<file path="src/design/cle_pkg.sv">
package cle_pkg;

  localparam int IN_W     = 16;
  localparam int OUT_W    = 24;
  localparam int MAX_ECHO = 6;

  localparam logic [7:0] KEY_BS     = 8'h08;
  localparam logic [7:0] KEY_LF     = 8'h0A;
  localparam logic [7:0] KEY_CR     = 8'h0D;
  localparam logic [7:0] KEY_SP     = 8'h20;
  localparam logic [7:0] KEY_DEL    = 8'o177;
  localparam logic [7:0] KEY_CARET  = 8'h5E;
  localparam logic [7:0] KEY_LBRK   = 8'h5B;
  localparam logic [7:0] KEY_RBRK   = 8'h5D;
  localparam logic [7:0] KEY_U      = 8'h55;
  localparam logic [7:0] KEY_C      = 8'h43;
  localparam logic [7:0] CTRL_MASK  = 8'o037;
  localparam logic [7:0] KEY_CTRL_U = 8'h75 & CTRL_MASK;
  localparam logic [7:0] KEY_CTRL_C = 8'h63 & CTRL_MASK;

  typedef struct packed {
    logic                          ev;
    logic [2:0]                    cnt;
    logic [MAX_ECHO-1:0][7:0]      echo;
    logic                          done;
    logic                          ab;
    logic [5:0]                    len;
    logic                          intr;
    logic [6:0]                    rc;
  } cle_item_t;

endpackage

</file>
<file path="src/design/cle_ram.sv">
module cle_ram #(
  parameter int WIDTH = 8,
  parameter int DEPTH = 64
) (
  input  logic                     clk,
  input  logic                     we,
  input  logic [$clog2(DEPTH)-1:0] waddr,
  input  logic [WIDTH-1:0]         wdata,
  input  logic                     re,
  input  logic [$clog2(DEPTH)-1:0] raddr,
  output logic [WIDTH-1:0]         rdata
);

  logic [WIDTH-1:0] mem [DEPTH];
  logic [WIDTH-1:0] rdata_r;

  always_ff @(posedge clk) begin
    if (we) begin
      mem[waddr] <= wdata;
    end
    if (re) begin
      rdata_r <= mem[raddr];
    end
  end

  assign rdata = rdata_r;

endmodule

</file>
<file path="src/design/cle_edit.sv">
module cle_edit #(
  parameter int LINE_LEN = 64
) (
  input  logic                        clk,
  input  logic                        rst_n,
  input  logic                        cfg_wr_en,
  input  logic                        cfg_wr_data,
  input  logic                        acc,
  input  logic                        op,
  input  logic [7:0]                  key,
  input  logic [5:0]                  ridx,
  output cle_pkg::cle_item_t          item,
  output logic                        fetch,
  output logic                        ram_we,
  output logic [$clog2(LINE_LEN)-1:0] ram_waddr,
  output logic [6:0]                  ram_wdata,
  output logic                        ram_re,
  output logic [$clog2(LINE_LEN)-1:0] ram_raddr
);

  localparam int AW = $clog2(LINE_LEN);
  localparam int LW = ((AW > 6) ? AW : 6) + 1;

  logic [AW-1:0] wp_r, wp_nxt;
  logic          lc_r, lc_nxt;
  logic          intr_r, intr_nxt;
  logic          abort_r;

  logic [AW-1:0] wp0, wp_new;
  logic [7:0]    c1;
  logic          del, done, ab, store, we;
  logic [6:0]    m;
  logic [cle_pkg::MAX_ECHO-1:0][7:0] echo;
  logic [2:0]    n;
  logic [LW-1:0] ridx_ext, len_ext, len_rd_ext;
  logic          in_range;

  always_comb begin
    wp0      = lc_r ? '0 : wp_r;
    c1       = (key == cle_pkg::KEY_CR) ? cle_pkg::KEY_LF : key;
    del      = (c1 == cle_pkg::KEY_DEL) || (c1 == cle_pkg::KEY_BS);
    echo     = '0;
    n        = '0;
    done     = 1'b0;
    ab       = 1'b0;
    store    = 1'b0;
    we       = 1'b0;
    intr_nxt = intr_r;
    wp_new   = wp0;
    ram_waddr = wp0;
    if (del) begin
      echo[0] = cle_pkg::KEY_BS;
      echo[1] = cle_pkg::KEY_SP;
      echo[2] = cle_pkg::KEY_BS;
      n = 3'd3;
    end else if (c1 == cle_pkg::KEY_LF) begin
      echo[0] = cle_pkg::KEY_CR;
      echo[1] = cle_pkg::KEY_LF;
      n = 3'd2;
    end else begin
      echo[0] = key;
      n = 3'd1;
    end
    m = del ? cle_pkg::KEY_BS[6:0] : c1[6:0];
    if (((m == cle_pkg::KEY_LBRK[6:0]) || (m == cle_pkg::KEY_RBRK[6:0])) && (wp0 == '0)) begin
      we        = 1'b1;
      ram_waddr = '0;
      wp_new    = AW'(1);
      done      = 1'b1;
    end else if ((m == cle_pkg::KEY_LF[6:0]) || (m == cle_pkg::KEY_CR[6:0])) begin
      done = 1'b1;
    end else if (m == cle_pkg::KEY_BS[6:0]) begin
      if (wp0 != '0) begin
        wp_new = wp0 - AW'(1);
      end
    end else if (m == cle_pkg::KEY_CTRL_U[6:0]) begin
      wp_new = '0;
      echo[n] = cle_pkg::KEY_CARET;
      n = n + 3'd1;
      echo[n] = cle_pkg::KEY_U;
      n = n + 3'd1;
      echo[n] = cle_pkg::KEY_CR;
      n = n + 3'd1;
      echo[n] = cle_pkg::KEY_LF;
      n = n + 3'd1;
    end else if (m == cle_pkg::KEY_CTRL_C[6:0]) begin
      echo[n] = cle_pkg::KEY_CARET;
      n = n + 3'd1;
      echo[n] = cle_pkg::KEY_C;
      n = n + 3'd1;
      intr_nxt = 1'b1;
      if (abort_r) begin
        wp_new = '0;
        ab     = 1'b1;
      end else begin
        store = 1'b1;
      end
    end else begin
      store = 1'b1;
    end
    if (store) begin
      if (wp0 < AW'(LINE_LEN - 1)) begin
        we     = 1'b1;
        wp_new = wp0 + AW'(1);
      end else begin
        echo[n] = cle_pkg::KEY_BS;
        n = n + 3'd1;
        echo[n] = cle_pkg::KEY_SP;
        n = n + 3'd1;
        echo[n] = cle_pkg::KEY_BS;
        n = n + 3'd1;
      end
    end
  end

  assign ridx_ext   = LW'(ridx);
  assign in_range   = ridx_ext < LW'(LINE_LEN);
  assign len_ext    = LW'(wp_new);
  assign len_rd_ext = LW'(wp_r);

  always_comb begin
    if (op) begin
      item.ev   = 1'b0;
      item.cnt  = 3'd1;
      item.echo = '0;
      item.done = 1'b0;
      item.ab   = 1'b0;
      item.len  = len_rd_ext[5:0];
      item.intr = intr_r;
      item.rc   = '0;
    end else begin
      item.ev   = 1'b1;
      item.cnt  = n;
      item.echo = echo;
      item.done = done;
      item.ab   = ab;
      item.len  = len_ext[5:0];
      item.intr = intr_nxt;
      item.rc   = '0;
    end
  end

  assign fetch     = op && in_range;
  assign ram_we    = acc && !op && we;
  assign ram_wdata = m;
  assign ram_re    = acc && fetch;
  assign ram_raddr = ridx_ext[AW-1:0];

  assign wp_nxt = wp_new;
  assign lc_nxt = done;

  always_ff @(posedge clk) begin
    if (!rst_n) begin
      wp_r    <= '0;
      lc_r    <= 1'b0;
      intr_r  <= 1'b0;
      abort_r <= 1'b0;
    end else begin
      if (cfg_wr_en) begin
        abort_r <= cfg_wr_data;
      end
      if (acc && !op) begin
        wp_r   <= wp_nxt;
        lc_r   <= lc_nxt;
        intr_r <= intr_nxt;
      end
    end
  end

endmodule

</file>
<file path="src/design/cle_emit.sv">
module cle_emit (
  input  logic                     clk,
  input  logic                     rst_n,
  input  logic                     ld,
  input  cle_pkg::cle_item_t       ld_item,
  input  logic                     ld_fetch,
  input  logic [6:0]               ram_q,
  output logic                     ld_rdy,
  output logic                     out_tvalid,
  input  logic                     out_tready,
  output logic [cle_pkg::OUT_W-1:0] out_tdata,
  output logic                     out_tuser,
  output logic                     out_tlast
);

  cle_pkg::cle_item_t p_r, p_nxt, e_r, e_nxt, p_fixed;
  logic p_vld_r, p_vld_nxt, e_vld_r, e_vld_nxt, fix_r;
  logic e_fire, e_fin, move, last;

  assign last   = e_r.cnt == 3'd1;
  assign e_fire = e_vld_r && out_tready;
  assign e_fin  = e_fire && last;
  assign move   = p_vld_r && (!e_vld_r || e_fin);
  assign ld_rdy = !p_vld_r || move;

  always_comb begin
    p_fixed = p_r;
    if (fix_r) begin
      p_fixed.rc = ram_q;
    end
    p_nxt     = ld ? ld_item : p_fixed;
    p_vld_nxt = ld || (p_vld_r && !move);
    e_nxt     = e_r;
    if (move) begin
      e_nxt = p_fixed;
    end else if (e_fire) begin
      e_nxt.echo = e_r.echo >> 8;
      e_nxt.cnt  = e_r.cnt - 3'd1;
    end
    e_vld_nxt = move || (e_vld_r && !e_fin);
  end

  always_ff @(posedge clk) begin
    if (!rst_n) begin
      p_vld_r <= 1'b0;
      e_vld_r <= 1'b0;
      fix_r   <= 1'b0;
    end else begin
      p_vld_r <= p_vld_nxt;
      e_vld_r <= e_vld_nxt;
      fix_r   <= ld && ld_fetch;
    end
    p_r <= p_nxt;
    e_r <= e_nxt;
  end

  assign out_tvalid = e_vld_r;
  assign out_tuser  = e_r.ev;
  assign out_tlast  = last;
  assign out_tdata  = {e_r.rc, e_r.intr, e_r.ab && last, e_r.len, e_r.done && last,
                       e_r.echo[0]};

endmodule

</file>
<file path="src/design/console_line_editor_core.sv">
// Channel  Direction  Handshake              Word
// in_      slave      in_tvalid / in_tready  keystroke or line store read
// out_     master     out_tvalid / out_tready echo byte or read result
// cfg_     write      cfg_wr_en              abort enable register
//
// A keystroke produces one to six output words, one per cycle while out_tready is high; a read produces one.
// The first word of an item is presented once it has passed through the holding slot and the emit register.
// A read uses the line store's single registered read port in the cycle it is accepted.
// One item waits in a holding slot while the previous one is emitted; the input stalls
// while that slot is full and an item is being emitted whose last word the output is not taking.
// Reset clears the line length and flags; line store contents are not cleared.
module console_line_editor_core #(
  parameter int LINE_LEN = 64
) (
  input  logic                      clk,
  input  logic                      rst_n,
  input  logic                      in_tvalid,
  output logic                      in_tready,
  input  logic [cle_pkg::IN_W-1:0]  in_tdata,   // key_char, read_index
  input  logic [0:0]                in_tuser,   // operation
  output logic                      out_tvalid,
  input  logic                      out_tready,
  output logic [cle_pkg::OUT_W-1:0] out_tdata,  // echo_char, line_done, line_length,
                                                // aborted, interrupted, read_char
  output logic [0:0]                out_tuser,  // echo_valid
  output logic                      out_tlast,
  input  logic                      cfg_wr_en,
  input  logic [0:0]                cfg_wr_data
);

  localparam int AW = $clog2(LINE_LEN);

  cle_pkg::cle_item_t item;
  logic          in_fire, fetch, ram_we, ram_re, ld_rdy, ev;
  logic [AW-1:0] ram_waddr, ram_raddr;
  logic [6:0]    ram_wdata, ram_q;

  assign in_tready = ld_rdy;
  assign in_fire   = in_tvalid && ld_rdy;

  cle_edit #(.LINE_LEN(LINE_LEN)) u_edit (
    .clk        (clk),
    .rst_n      (rst_n),
    .cfg_wr_en  (cfg_wr_en),
    .cfg_wr_data(cfg_wr_data[0]),
    .acc        (in_fire),
    .op         (in_tuser[0]),
    .key        (in_tdata[7:0]),
    .ridx       (in_tdata[13:8]),
    .item       (item),
    .fetch      (fetch),
    .ram_we     (ram_we),
    .ram_waddr  (ram_waddr),
    .ram_wdata  (ram_wdata),
    .ram_re     (ram_re),
    .ram_raddr  (ram_raddr)
  );

  cle_ram #(.WIDTH(7), .DEPTH(LINE_LEN)) u_ram (
    .clk  (clk),
    .we   (ram_we),
    .waddr(ram_waddr),
    .wdata(ram_wdata),
    .re   (ram_re),
    .raddr(ram_raddr),
    .rdata(ram_q)
  );

  cle_emit u_emit (
    .clk       (clk),
    .rst_n     (rst_n),
    .ld        (in_fire),
    .ld_item   (item),
    .ld_fetch  (fetch),
    .ram_q     (ram_q),
    .ld_rdy    (ld_rdy),
    .out_tvalid(out_tvalid),
    .out_tready(out_tready),
    .out_tdata (out_tdata),
    .out_tuser (ev),
    .out_tlast (out_tlast)
  );

  assign out_tuser = ev;

  // The store is written by keystrokes and read by reads, never in the same cycle.
  a_ram_excl: assert property (@(posedge clk) disable iff (!rst_n) !(ram_we && ram_re))
    else $error("line store written and read in one cycle");

  // Every accepted keystroke yields between one and six echo words.
  a_cnt: assert property (@(posedge clk) disable iff (!rst_n)
    in_fire && !in_tuser[0] |-> (item.cnt != 3'd0) && (item.cnt <= 3'd6))
    else $error("keystroke echo count out of range");

  // A read result is always a single word.
  a_rd_last: assert property (@(posedge clk) disable iff (!rst_n)
    out_tvalid && !out_tuser[0] |-> out_tlast)
    else $error("read result not marked last");

  // A keystroke cannot both complete and abort the line.
  a_done_ab: assert property (@(posedge clk) disable iff (!rst_n)
    out_tvalid |-> !(out_tdata[8] && out_tdata[15]))
    else $error("line done and aborted together");

endmodule
</file>
<file path="config.mk">
export PLATFORM = sky130hd
export DESIGN_NAME = console_line_editor_core
export DESIGN_NICKNAME = d
export VERILOG_FILES = /design/src/design/cle_pkg.sv /design/src/design/cle_ram.sv /design/src/design/cle_edit.sv /design/src/design/cle_emit.sv /design/src/design/console_line_editor_core.sv
export SDC_FILE = /design/constraint.sdc
export NUM_CORES = 1
export LEC_CHECK = 0
export BUFFER_PORTS_ARGS = -buffer_cell sky130_fd_sc_hd__buf_2
export CAP_MARGIN = 20
export CORE_ASPECT_RATIO = 1.2
export CORE_MARGIN = 5
export CORE_UTILIZATION = 50
export CTS_CLUSTER_SIZE = 28
export DETAILED_ROUTE_END_ITERATION = 8
export PLACE_DENSITY = 0.66
export SLEW_MARGIN = 20
export SYNTH_ARGS = -nofsm -noshare
export SYNTH_HDL_FRONTEND = slang
export SYNTH_HIERARCHICAL = 1
export SYNTH_SLANG_ARGS = --single-unit
</file>
<file path="constraint.sdc">
create_clock -name clk -period 13.4 [get_ports clk]
set_input_delay 1.34 -clock clk [delete_from_list [all_inputs] [get_ports clk]]
set_output_delay 1.34 -clock clk [all_outputs]
set_load 0.005 [all_outputs]
</file>
==> impl_metrics.csv, run 1 <==
group,metric,value,unit
sta,clock_skew,0.0337,ns
worst_setup_path,crit_path_cell_trace,"buf_2 > buf_4 > nor4b_1 > o21ai_2 > or3b_4 > nor3_1 > nor2b_1 > nand3_1 > nor2_1",
min_path,hold_path_origin,"u_emit/p_fixed[10]",
worst_setup_path,timing.critical_path.slowest_cell_delay,0.80,ns
route,remaining_number_of_nets_flagged_by_the_antenna_check_after_routing,0,
synthesis,synth.lib_cells_used.distinct,79,
cells_and_area,finish.utilization,55.0,%
sta,rsz_0062_raised_after_global_routing,"no",
sta,max_freq,199,MHz
sta,timing.final.hold_violations,0,
synthesis,seq_area_frac_synth,71.8,%
clock_network,worst_setup_hold_path_clk_slew,0.06,ns
clock_network,count_of_hold_fix_buffers_inserted_at_cts,0,
min_path,timing.hold.worst.class,"reg -> reg",
worst_setup_path,critical_path.reg2reg.endpoint,"u_ram/mem[46][3]",
worst_setup_path,rr_worst_depth,10,
global_routing,grt_start_max_net_pins,72,
min_path,holdPathEnd,"u_emit/out_tdata[11]",
clock_network,clock-sinks,603,
route,drt-initial-drc-count,1170,
die,die_y,255,um
route,drc,0,
sta,max_slew_margin,32.0,%
worst_setup_path,startpoint_type,"primary input",
clock_network,cts-htree-levels,2,
cells_and_area,num-fill-cells,3750,
die,initial_util,50.6,%
die,number_of_i_o_pins,51,
die,die_x,214,um
clock_network,post-cts-setup-buffers,0,
route,detailroute.via_count,12200,
clock_network,tritoncts,"yes",
sta,setup_violations,0,
sta,finalSetupTns,0,ns
worst_setup_path,critPathCaptureType,"register",
min_path,hold_path_depth,0,
synthesis,top_post_synthesis_cells_by_count,"edfxtp_1 (584), mux4_2 (112), nor2_1 (102)",
synthesis,synth_top_area_share,70.3,%
worst_setup_path,timing.rr.start,"u_edit/lc_r",
power_and_ir_drop,power_density,143,nW/um2
route,routed_wl,49300,um
synthesis,post_synth_instance_area,25000,um2
worst_setup_path,setup.reg_to_reg.worst_slack,8.76,ns
place,gp_routability_congestion,0.862,
sta,timing.final.max_slew_violations,0,
synthesis,ys_ff_latch,603,
die,design.die.area,54500,um2
sta,timing_worst_slew_pin_value,1.01,ns
worst_setup_path,cp_data_required_time,13.62,ns
power_and_ir_drop,share_of_total_power_consumed_by_net_switching,21.3,%
synthesis,syn_avg_cell_area,18.4,um2
power_and_ir_drop,power.internal,0.00306,W
clock_network,clk-insertion-delay-late,0.62,ns
die,fp-row-count,89,
sta,finalCriticalPeriod,5.02,ns
global_routing,initial_antenna_violation_count,1,
power_and_ir_drop,p_sw,0.000825,W
cells_and_area,multi_input_combinational_cell_area,6220,um2
global_routing,grt_util_all_layers,18.0,%
run,maxCapViolCount,0,
synthesis,yosysWarnings,6,
synthesis,synth.most_common_cell,"edfxtp_1",
synthesis,postSynth.topFlopCell,"edfxtp_1",
power_and_ir_drop,fin_total_pwr,0.00388,W
clock_network,cts.path.max_buffers,3,
route,iteration_count_of_the_initial_detailed_routing_pass,5,
cells_and_area,layout-area-overhead-vs-synth,8.63,%
worst_setup_path,critPathKind,"in -> reg",
cells_and_area,share_of_post_route_cells_with_drive_strength_above_1,23.3,%
die,core_region_area,49300,um2
global_routing,first_global_vias,12200,
clock_network,cts-buffers-inserted,57,
global_routing,globalRoute.totalOverflow,0,
global_routing,grt_first_pass_wirelength,75200,um
route,wire_per_inst,23.9,um
clock_network,number_of_instances_resized_during_post_cts_repair,0,
worst_setup_path,arrival,5.24,ns
cells_and_area,final-seq-area,17900,um2
outcome,status,"finished, final reports clean",
route,via_per_inst,5.90,
power_and_ir_drop,power_leakage,8.89,nW
synthesis,yosysTopAreaCell,"edfxtp_1",
synthesis,synth_top_cells_by_area,"edfxtp_1 (70%), mux4_2 (10%), mux2_4 (2.5%), buf_4 (2.0%), nor2_1 (1.5%)",
power_and_ir_drop,share_clk_of_total_power,38.9,%
place,io_buffer_count,48,
synthesis,synth_enable_flop_cells,584,
clock_network,cts-root-buf,"clkbuf_16",
power_and_ir_drop,seqPwrFrac,54.9,%
worst_setup_path,crit_path_top_delay_cell,"nor2_1",
place,hpwlAfterDp,29600,um
power_and_ir_drop,comb_power_share,6.2,%
cells_and_area,final_net_count,1409,
cells_and_area,antenna-diode-count,0,
worst_setup_path,path_max_fanout,71,
synthesis,postSynthCellCount,1356,
sta,finalCritPeriodShare,37.4,%
power_and_ir_drop,vdd_ir_drop_max,0.110,mV
synthesis,async_set_or_reset_register_ratio_after_synthesis,0,%
## layout make-up
| cell class | instances | area share, % |
|---|---|---|
| timing repair buffer | 63 | 1.33 |
| inverter | 18 | 0.249 |
| tap | 637 | 2.94 |
| sequential | 603 | 66.1 |
| clock buffer | 75 | 5.63 |
| multi-input combinational | 635 | 22.9 |
| clock inverter | 30 | 0.835 |
## worst max-delay path, delay by kind of cell
| family | cells | cell delay [ns] |
|---|---|---|
| AO/OA/AOI/OAI | 1 | 0.13 |
| AND/OR/NAND/NOR | 6 | 3.10 |
| buffers and inverters | 2 | 0.65 |
## stage by stage
stage / cell area [um2] / std cells / setup slack, ns / hold WS (ns)
2_1_floorplan: 25100 / 1382 / 8.19 / 0.400
3_3_place_gp: 25400 / 1955 / 7.92 / 0.401
3_5_place_dp: 25400 / 1956 / 7.77 / 0.405
4_1_cts: 27100 / 2061 / 8.45 / 0.418
5_1_grt: 27100 / 2061 / 8.22 / 0.427
6_report: 27100 / 2061 / 8.38 / 0.417
## sequential cells by signal (all words and copies together) (netlist names), 6 cells and up
signal and cells:
u_edit/wp_r 6, u_ram/mem 448, u_emit/p_r 7, u_emit/e_r 45
u_ram/rdata 7, u_emit/out_tdata 22, u_emit/p_fixed 61
## how the worst max path moves through the flow
stage | startpoint | end | slack, ns | cells past startpoint
floorplan | out_tready | u_ram/mem[62][0] | 8.19 | 8
global placement | in_tdata[3] | u_ram/mem[6][3] | 7.92 | 9
detailed placement | in_tdata[3] | u_ram/mem[6][5] | 7.77 | 9
CTS | in_tdata[3] | u_ram/mem[6][6] | 8.45 | 9
global route | in_tdata[3] | u_ram/mem[46][3] | 8.22 | 9
finish | in_tdata[3] | u_ram/mem[46][3] | 8.38 | 9
## metal layers
layer,track usage (%),share of wire (%)
met1,25.0,42
met2,29.6,49
met3,3.37,6.3
met4,5.34,2.8
met5,0,0
## cells in the final DEF (no fill, tap or decap), drive strengths merged, types with 5 or more instances in the layout
cell,Yosys,final
nand3b,6,6
o221ai,11,11
and3,9,9
and2,23,23
nor3,18,18
inv,18,21
a211oi,10,10
edfxtp,584,584
mux2i,18,18
conb,1,27
nor4,7,7
a22oi,8,8
o31ai,10,10
mux4,112,112
a21oi,20,20
clkbuf,28,75
o22ai,18,18
clkinv,0,25
nand2,30,30
dfxtp,19,19
o21ai,23,23
nor2b,12,12
nor2,102,102
buf,98,63
nor3b,5,5
ha,8,8
nand3,14,14
mux2,59,59
nand2b,14,14
o21a,5,5
## power by group through the flow
stage	Combinational, W	Clock, W	Sequential (W)
after floorplan	0.000191	0	0.00217
after global placement	0.000237	0	0.00217
after detailed placement	0.000242	0	0.00217
after CTS	0.000243	0.00155	0.00213
after global routing	0.000259	0.00163	0.00213
final	0.000241	0.00151	0.00213
## logic make-up (layout without fill, tap and decap cells)
family,after synthesis,in the layout,share of synthesized area [%]
AO/OA/AOI/OAI,137,137,3.96
XOR/XNOR,6,6,0.211
adder cells (fa/ha/maj),8,8,0.401
buffers and inverters,144,186,3.78
flip-flops,603,603,71.8
multiplexers,189,189,14.1
other,1,27,0.0150
AND/OR/NAND/NOR,268,268,5.72
No activity file was read; power rests on OpenSTA's default activity.
==> run 2: changes to the inputs <==
==> constraint.sdc (replaced) <==
create_clock -name clk -period 5.15 [get_ports clk]
set_input_delay 0.515 -clock clk [delete_from_list [all_inputs] [get_ports clk]]
set_output_delay 0.515 -clock clk [all_outputs]
set_load 0.005 [all_outputs]
==> impl_metrics.csv, run 2 (same netlist as run 1, synthesis figures left out) <==
group,metric,value,unit
worst_setup_path,crit_path_top_delay_cell,"nor2_1",
sta,timing_worst_slew_pin_value,0.992,ns
route,drt-initial-drc-count,1196,
sta,finalSetupTns,0,ns
sta,max_slew_margin,33.3,%
cells_and_area,multi_input_combinational_cell_area,6210,um2
clock_network,tritoncts,"yes",
outcome,status,"finished, final reports clean",
global_routing,grt_util_all_layers,18.0,%
run,maxCapViolCount,0,
die,fp-row-count,89,
worst_setup_path,cpLargestDelayFamily,"simple AND/OR/NAND/NOR gates",
die,design.die.area,54500,um2
worst_setup_path,critical_path.most_common_cell,"and3_1",
power_and_ir_drop,vdd_ir_drop_max,0.260,mV
clock_network,number_of_instances_resized_during_post_cts_repair,0,
route,drc,0,
sta,finalCritPeriodShare,87.6,%
sta,clock_skew,0.0247,ns
die,initial_util,50.6,%
clock_network,clock-sinks,603,
worst_setup_path,path_max_fanout,13,
route,routed_wl,49100,um
global_routing,globalRoute.totalOverflow,0,
die,core_region_area,49300,um2
cells_and_area,layout-area-overhead-vs-synth,9.38,%
clock_network,cts-htree-levels,2,
sta,max_freq,222,MHz
worst_setup_path,startpoint_type,"register",
power_and_ir_drop,power_density,377,nW/um2
power_and_ir_drop,power_leakage,8.99,nW
route,via_per_inst,5.89,
route,wire_per_inst,23.7,um
clock_network,post-cts-setup-buffers,0,
cells_and_area,num-fill-cells,3686,
clock_network,cts.path.max_buffers,3,
clock_network,clk-insertion-delay-late,0.60,ns
worst_setup_path,timing.critical_path.slowest_cell_delay,0.75,ns
clock_network,cts-buffers-inserted,56,
global_routing,first_global_vias,12000,
worst_setup_path,critPathKind,"reg -> reg",
cells_and_area,final_design_area_excluding_fillers,27300,um2
global_routing,grt_start_max_net_pins,78,
place,gp_routability_congestion,0.852,
global_routing,grt_first_pass_wirelength,74700,um
cells_and_area,mostFrequentLayoutCells,"edfxtp_1 (584), mux4_2 (112), nor2_1 (102)",
cells_and_area,most_frequent_standard_cell_in_the_layout_excluding_fill_and_tap_cells,"edfxtp_1",
worst_setup_path,crit_path_cell_trace,"nand2b_1 > inv_1 > ha_1 > and3_1 > and3_1 > or2_2 > nor3_1 > nor2b_1 > nand3_1 > nor2_1",
die,die_x,214,um
sta,timing.final.max_slew_violations,0,
place,io_buffer_count,48,
cells_and_area,largest_reg_flops,448,
sta,finalCriticalPeriod,4.51,ns
die,number_of_i_o_pins,51,
worst_setup_path,cp_data_required_time,5.37,ns
cells_and_area,share_of_post_route_cells_with_drive_strength_above_1,24.3,%
worst_setup_path,critPathCaptureType,"register",
cells_and_area,final_net_count,1418,
place,placement_stage_cell_area,25500,um2
global_routing,initial_antenna_violation_count,1,
sta,timing.final.hold_violations,0,
min_path,timing.hold.worst.class,"in -> reg",
cells_and_area,final-seq-area,17900,um2
sta,setup_violations,0,
clock_network,worst_setup_hold_path_clk_slew,0.07,ns
die,die_y,255,um
worst_setup_path,arrival,4.73,ns
clock_network,cts-root-buf,"clkbuf_16",
place,hpwlAfterDp,30100,um
route,iteration_count_of_the_initial_detailed_routing_pass,7,
clock_network,count_of_hold_fix_buffers_inserted_at_cts,0,
worst_setup_path,worst-path-buf-inv,1,
route,remaining_number_of_nets_flagged_by_the_antenna_check_after_routing,0,
cells_and_area,antenna-diode-count,0,
route,detailroute.via_count,12200,
cells_and_area,registers.top_by_ff_count,"u_ram/mem",
sta,rsz_0062_raised_after_global_routing,"no",
==> run 2: changes by cell type in the layout (fill, tap and decap cells not counted), moves of 2 or more <==
cell,before,now
clkbuf_16,58,56
buf_4,16,23
bufinv_16,2,7
clkbuf_1,16,8
clkinvlp_4,0,3
buf_12,0,3
clkinv_2,12,16
==> run 2: final timing paths <==
path,cells after the start,from,to,slack [ns]
setup / recovery,10,u_edit/lc_r,u_ram/mem[22][6],0.64
hold / removal,3,cfg_wr_data,u_edit/abort_r,0.17
setup reg to reg,10,u_edit/lc_r,u_ram/mem[22][6],0.64
hold reg to reg,0,u_emit/p_fixed[11],u_emit/out_tdata[12],0.42
==> run 2: layout make-up <==
cell class | count | share of cell area (%)
multi-input cells | 635 | 22.8
flip-flops and latches | 603 | 65.6
well taps | 637 | 2.92
inverters | 18 | 0.247
clock buffers | 64 | 5.24
repair buffers | 73 | 1.74
clock inverters | 41 | 1.46
==> run 2: metrics by stage <==
step	setup slack (ns)	hold slack [ns]	util (%)	total power [W]	cells
floorplan	0.376	0.400	-	0.00614	1382
global placement	0.860	0.401	51.6	0.00627	1966
detailed placement	0.781	0.409	51.6	0.00629	1966
CTS	0.742	0.130	55.3	0.0104	2071
global route	0.529	0.151	55.3	0.0107	2071
finish	0.641	0.168	55.3	0.0103	2071
==> run 2: tightest hold or removal path: cells and delay by family <==
family | cells | cell delay, ns
buffers and inverters | 1 | 0.08
and+or+nand+nor | 1 | 0.08
muxes | 1 | 0.06
==> run 2: report_power, final <==
group	total [W]	switching [W]	internal, W
Clock	0.00410	0.00175	0.00235
Sequential	0.00554	0.0000331	0.00551
Combinational	0.000634	0.000378	0.000256
==> run 2: layer usage <==
metal / global-route usage (%) / part of all wire [%] / wire length (um) / vias up
met1: 24.3 / 41 / 20000 / 6233
li1: - / - / - / 5411
met5: 0 / 0 / 0 / -
met4: 5.12 / 2.6 / 1280 / 0
met2: 29.9 / 49 / 24100 / 464
met3: 4.12 / 7.7 / 3770 / 85
==> run 3: changes to the inputs <==
--- a/config.mk
+++ b/config.mk
@@ -5,7 +5,7 @@
 export SDC_FILE = /design/constraint.sdc
 export NUM_CORES = 1
 export LEC_CHECK = 0
-export BUFFER_PORTS_ARGS = -buffer_cell sky130_fd_sc_hd__buf_2
+export BUFFER_PORTS_ARGS = -buffer_cell sky130_fd_sc_hd__clkbuf_2
 export CAP_MARGIN = 20
 export CORE_ASPECT_RATIO = 1.2
 export CORE_MARGIN = 5
==> impl_metrics.csv, run 3 (same netlist as run 1, synthesis figures left out) <==
group,metric,value,unit
route,routed_wl,49400,um
clock_network,clk-insertion-delay-late,0.61,ns
worst_setup_path,startpoint_type,"register",
cells_and_area,share_of_post_route_cells_with_drive_strength_above_1,24.4,%
sta,clock_skew,0.0378,ns
sta,timing.final.hold_violations,0,
cells_and_area,finish.utilization,55.5,%
cells_and_area,mostFrequentLayoutCells,"edfxtp_1 (584), mux4_2 (112), nor2_1 (102)",
global_routing,initial_antenna_violation_count,1,
min_path,timing.hold.worst.class,"in -> reg",
worst_setup_path,cp_data_required_time,5.36,ns
sta,timing.final.max_slew_violations,0,
outcome,status,"finished, final reports clean",
route,detailroute.via_count,12200,
power_and_ir_drop,share_clk_of_total_power,40.7,%
power_and_ir_drop,share_of_total_power_consumed_by_net_switching,21.3,%
cells_and_area,layout-area-overhead-vs-synth,9.64,%
place,placement_stage_cell_area,25400,um2
sta,finalSetupTns,0,ns
die,core_region_area,49300,um2
sta,finalCritPeriodShare,88.7,%
power_and_ir_drop,vdd_ir_drop_max,0.276,mV
clock_network,number_of_instances_resized_during_post_cts_repair,0,
worst_setup_path,path_max_fanout,13,
sta,finalCriticalPeriod,4.57,ns
power_and_ir_drop,seqPwrFrac,53.2,%
cells_and_area,largest_reg_flops,448,
worst_setup_path,critPathKind,"reg -> reg",
worst_setup_path,arrival,4.78,ns
sta,setup_violations,0,
route,drc,0,
run,maxCapViolCount,0,
die,fp-row-count,89,
power_and_ir_drop,power_leakage,9.01,nW
cells_and_area,final_net_count,1416,
die,design.die.area,54500,um2
sta,max_freq,219,MHz
die,number_of_i_o_pins,51,
sta,timing_worst_slew_pin_value,1.03,ns
place,hpwlAfterDp,30500,um
global_routing,first_global_vias,12100,
global_routing,grt_start_max_net_pins,73,
clock_network,cts.path.max_buffers,3,
route,via_per_inst,5.88,
cells_and_area,final_design_area_excluding_fillers,27400,um2
route,remaining_number_of_nets_flagged_by_the_antenna_check_after_routing,0,
clock_network,count_of_hold_fix_buffers_inserted_at_cts,0,
global_routing,grt_util_all_layers,18.0,%
cells_and_area,most_frequent_standard_cell_in_the_layout_excluding_fill_and_tap_cells,"edfxtp_1",
cells_and_area,registers.top_by_ff_count,"u_ram/mem",
power_and_ir_drop,fin_total_pwr,0.0104,W
route,drt-initial-drc-count,1211,
route,iteration_count_of_the_initial_detailed_routing_pass,5,
clock_network,post-cts-setup-buffers,0,
global_routing,grt_first_pass_wirelength,74900,um
sta,rsz_0062_raised_after_global_routing,"no",
worst_setup_path,rr_worst_depth,10,
power_and_ir_drop,p_sw,0.00222,W
die,die_y,255,um
clock_network,clock-sinks,603,
power_and_ir_drop,power_density,381,nW/um2
worst_setup_path,critPathCaptureType,"register",
sta,timing.hold.ws,0.158,ns
place,gp_routability_congestion,0.858,
sta,max_slew_margin,30.9,%
clock_network,cts-htree-levels,2,
power_and_ir_drop,power.internal,0.00821,W
clock_network,worst_setup_hold_path_clk_slew,0.06,ns
clock_network,cts-buffers-inserted,57,
clock_network,tritoncts,"yes",
cells_and_area,antenna-diode-count,0,
die,die_x,214,um
die,initial_util,50.6,%
power_and_ir_drop,comb_power_share,6.1,%
global_routing,globalRoute.totalOverflow,0,
route,wire_per_inst,23.9,um
clock_network,cts-root-buf,"clkbuf_16",
min_path,hold_path_depth,3,
place,io_buffer_count,48,
-- run 3: final cells by class --
class                      instances  area [um2]
clock inverter                    47         489
fill                            3666       22000
timing repair buffer              70         447
clock buffer                      59        1430
sequential                       603       17900
multi-input combinational        635        6210
tap                              637         797
inverter                          18        67.6
-- run 3: metrics by stage --
stage          instances  setup WS, ns
4_1_cts             2068         0.670
5_1_grt             2069         0.340
6_report            2069         0.581
3_3_place_gp        1962         0.833
2_1_floorplan       1382         0.376
3_5_place_dp        1962         0.728
-- run 3: power groups by stage --
stage / registers, W / logic (W) / clock network (W)
2_1_floorplan: 0.00564 / 0.000498 / 0
3_3_place_gp: 0.00565 / 0.000624 / 0
3_5_place_dp: 0.00565 / 0.000635 / 0
4_1_cts: 0.00555 / 0.000637 / 0.00434
5_1_grt: 0.00555 / 0.000686 / 0.00456
6_report: 0.00554 / 0.000635 / 0.00425
-- run 3: worst max-delay path, stage by stage (launching register included) --
cell	delay [ns]
dfxtp_1	0.53
nand2b_1	0.25
inv_1	0.09
ha_1	0.26
and3_1	0.22
and3_1	0.19
or2_2	0.32
nor3_1	0.59
nor2b_1	0.35
nand3_1	0.56
nor2_1	0.81
-- run 3: final timing paths --
check                                   startpoint                   end  slack [ns]
worst max-delay path                   u_edit/lc_r      u_ram/mem[46][3]        0.58
worst max register to register         u_edit/lc_r      u_ram/mem[46][3]        0.58
worst min register to register  u_emit/p_fixed[12]  u_emit/out_tdata[13]        0.41
worst min-delay path                   cfg_wr_data        u_edit/abort_r        0.16
-- run 3: per-layer routing --
layer | vias to the layer above | wire (um) | GRT usage (%)
li1 | 5395 | - | -
met1 | 6243 | 20500 | 24.9
met2 | 428 | 24000 | 29.3
met3 | 91 | 3570 | 3.74
met4 | 0 | 1410 | 5.58
met5 | - | 0 | 0
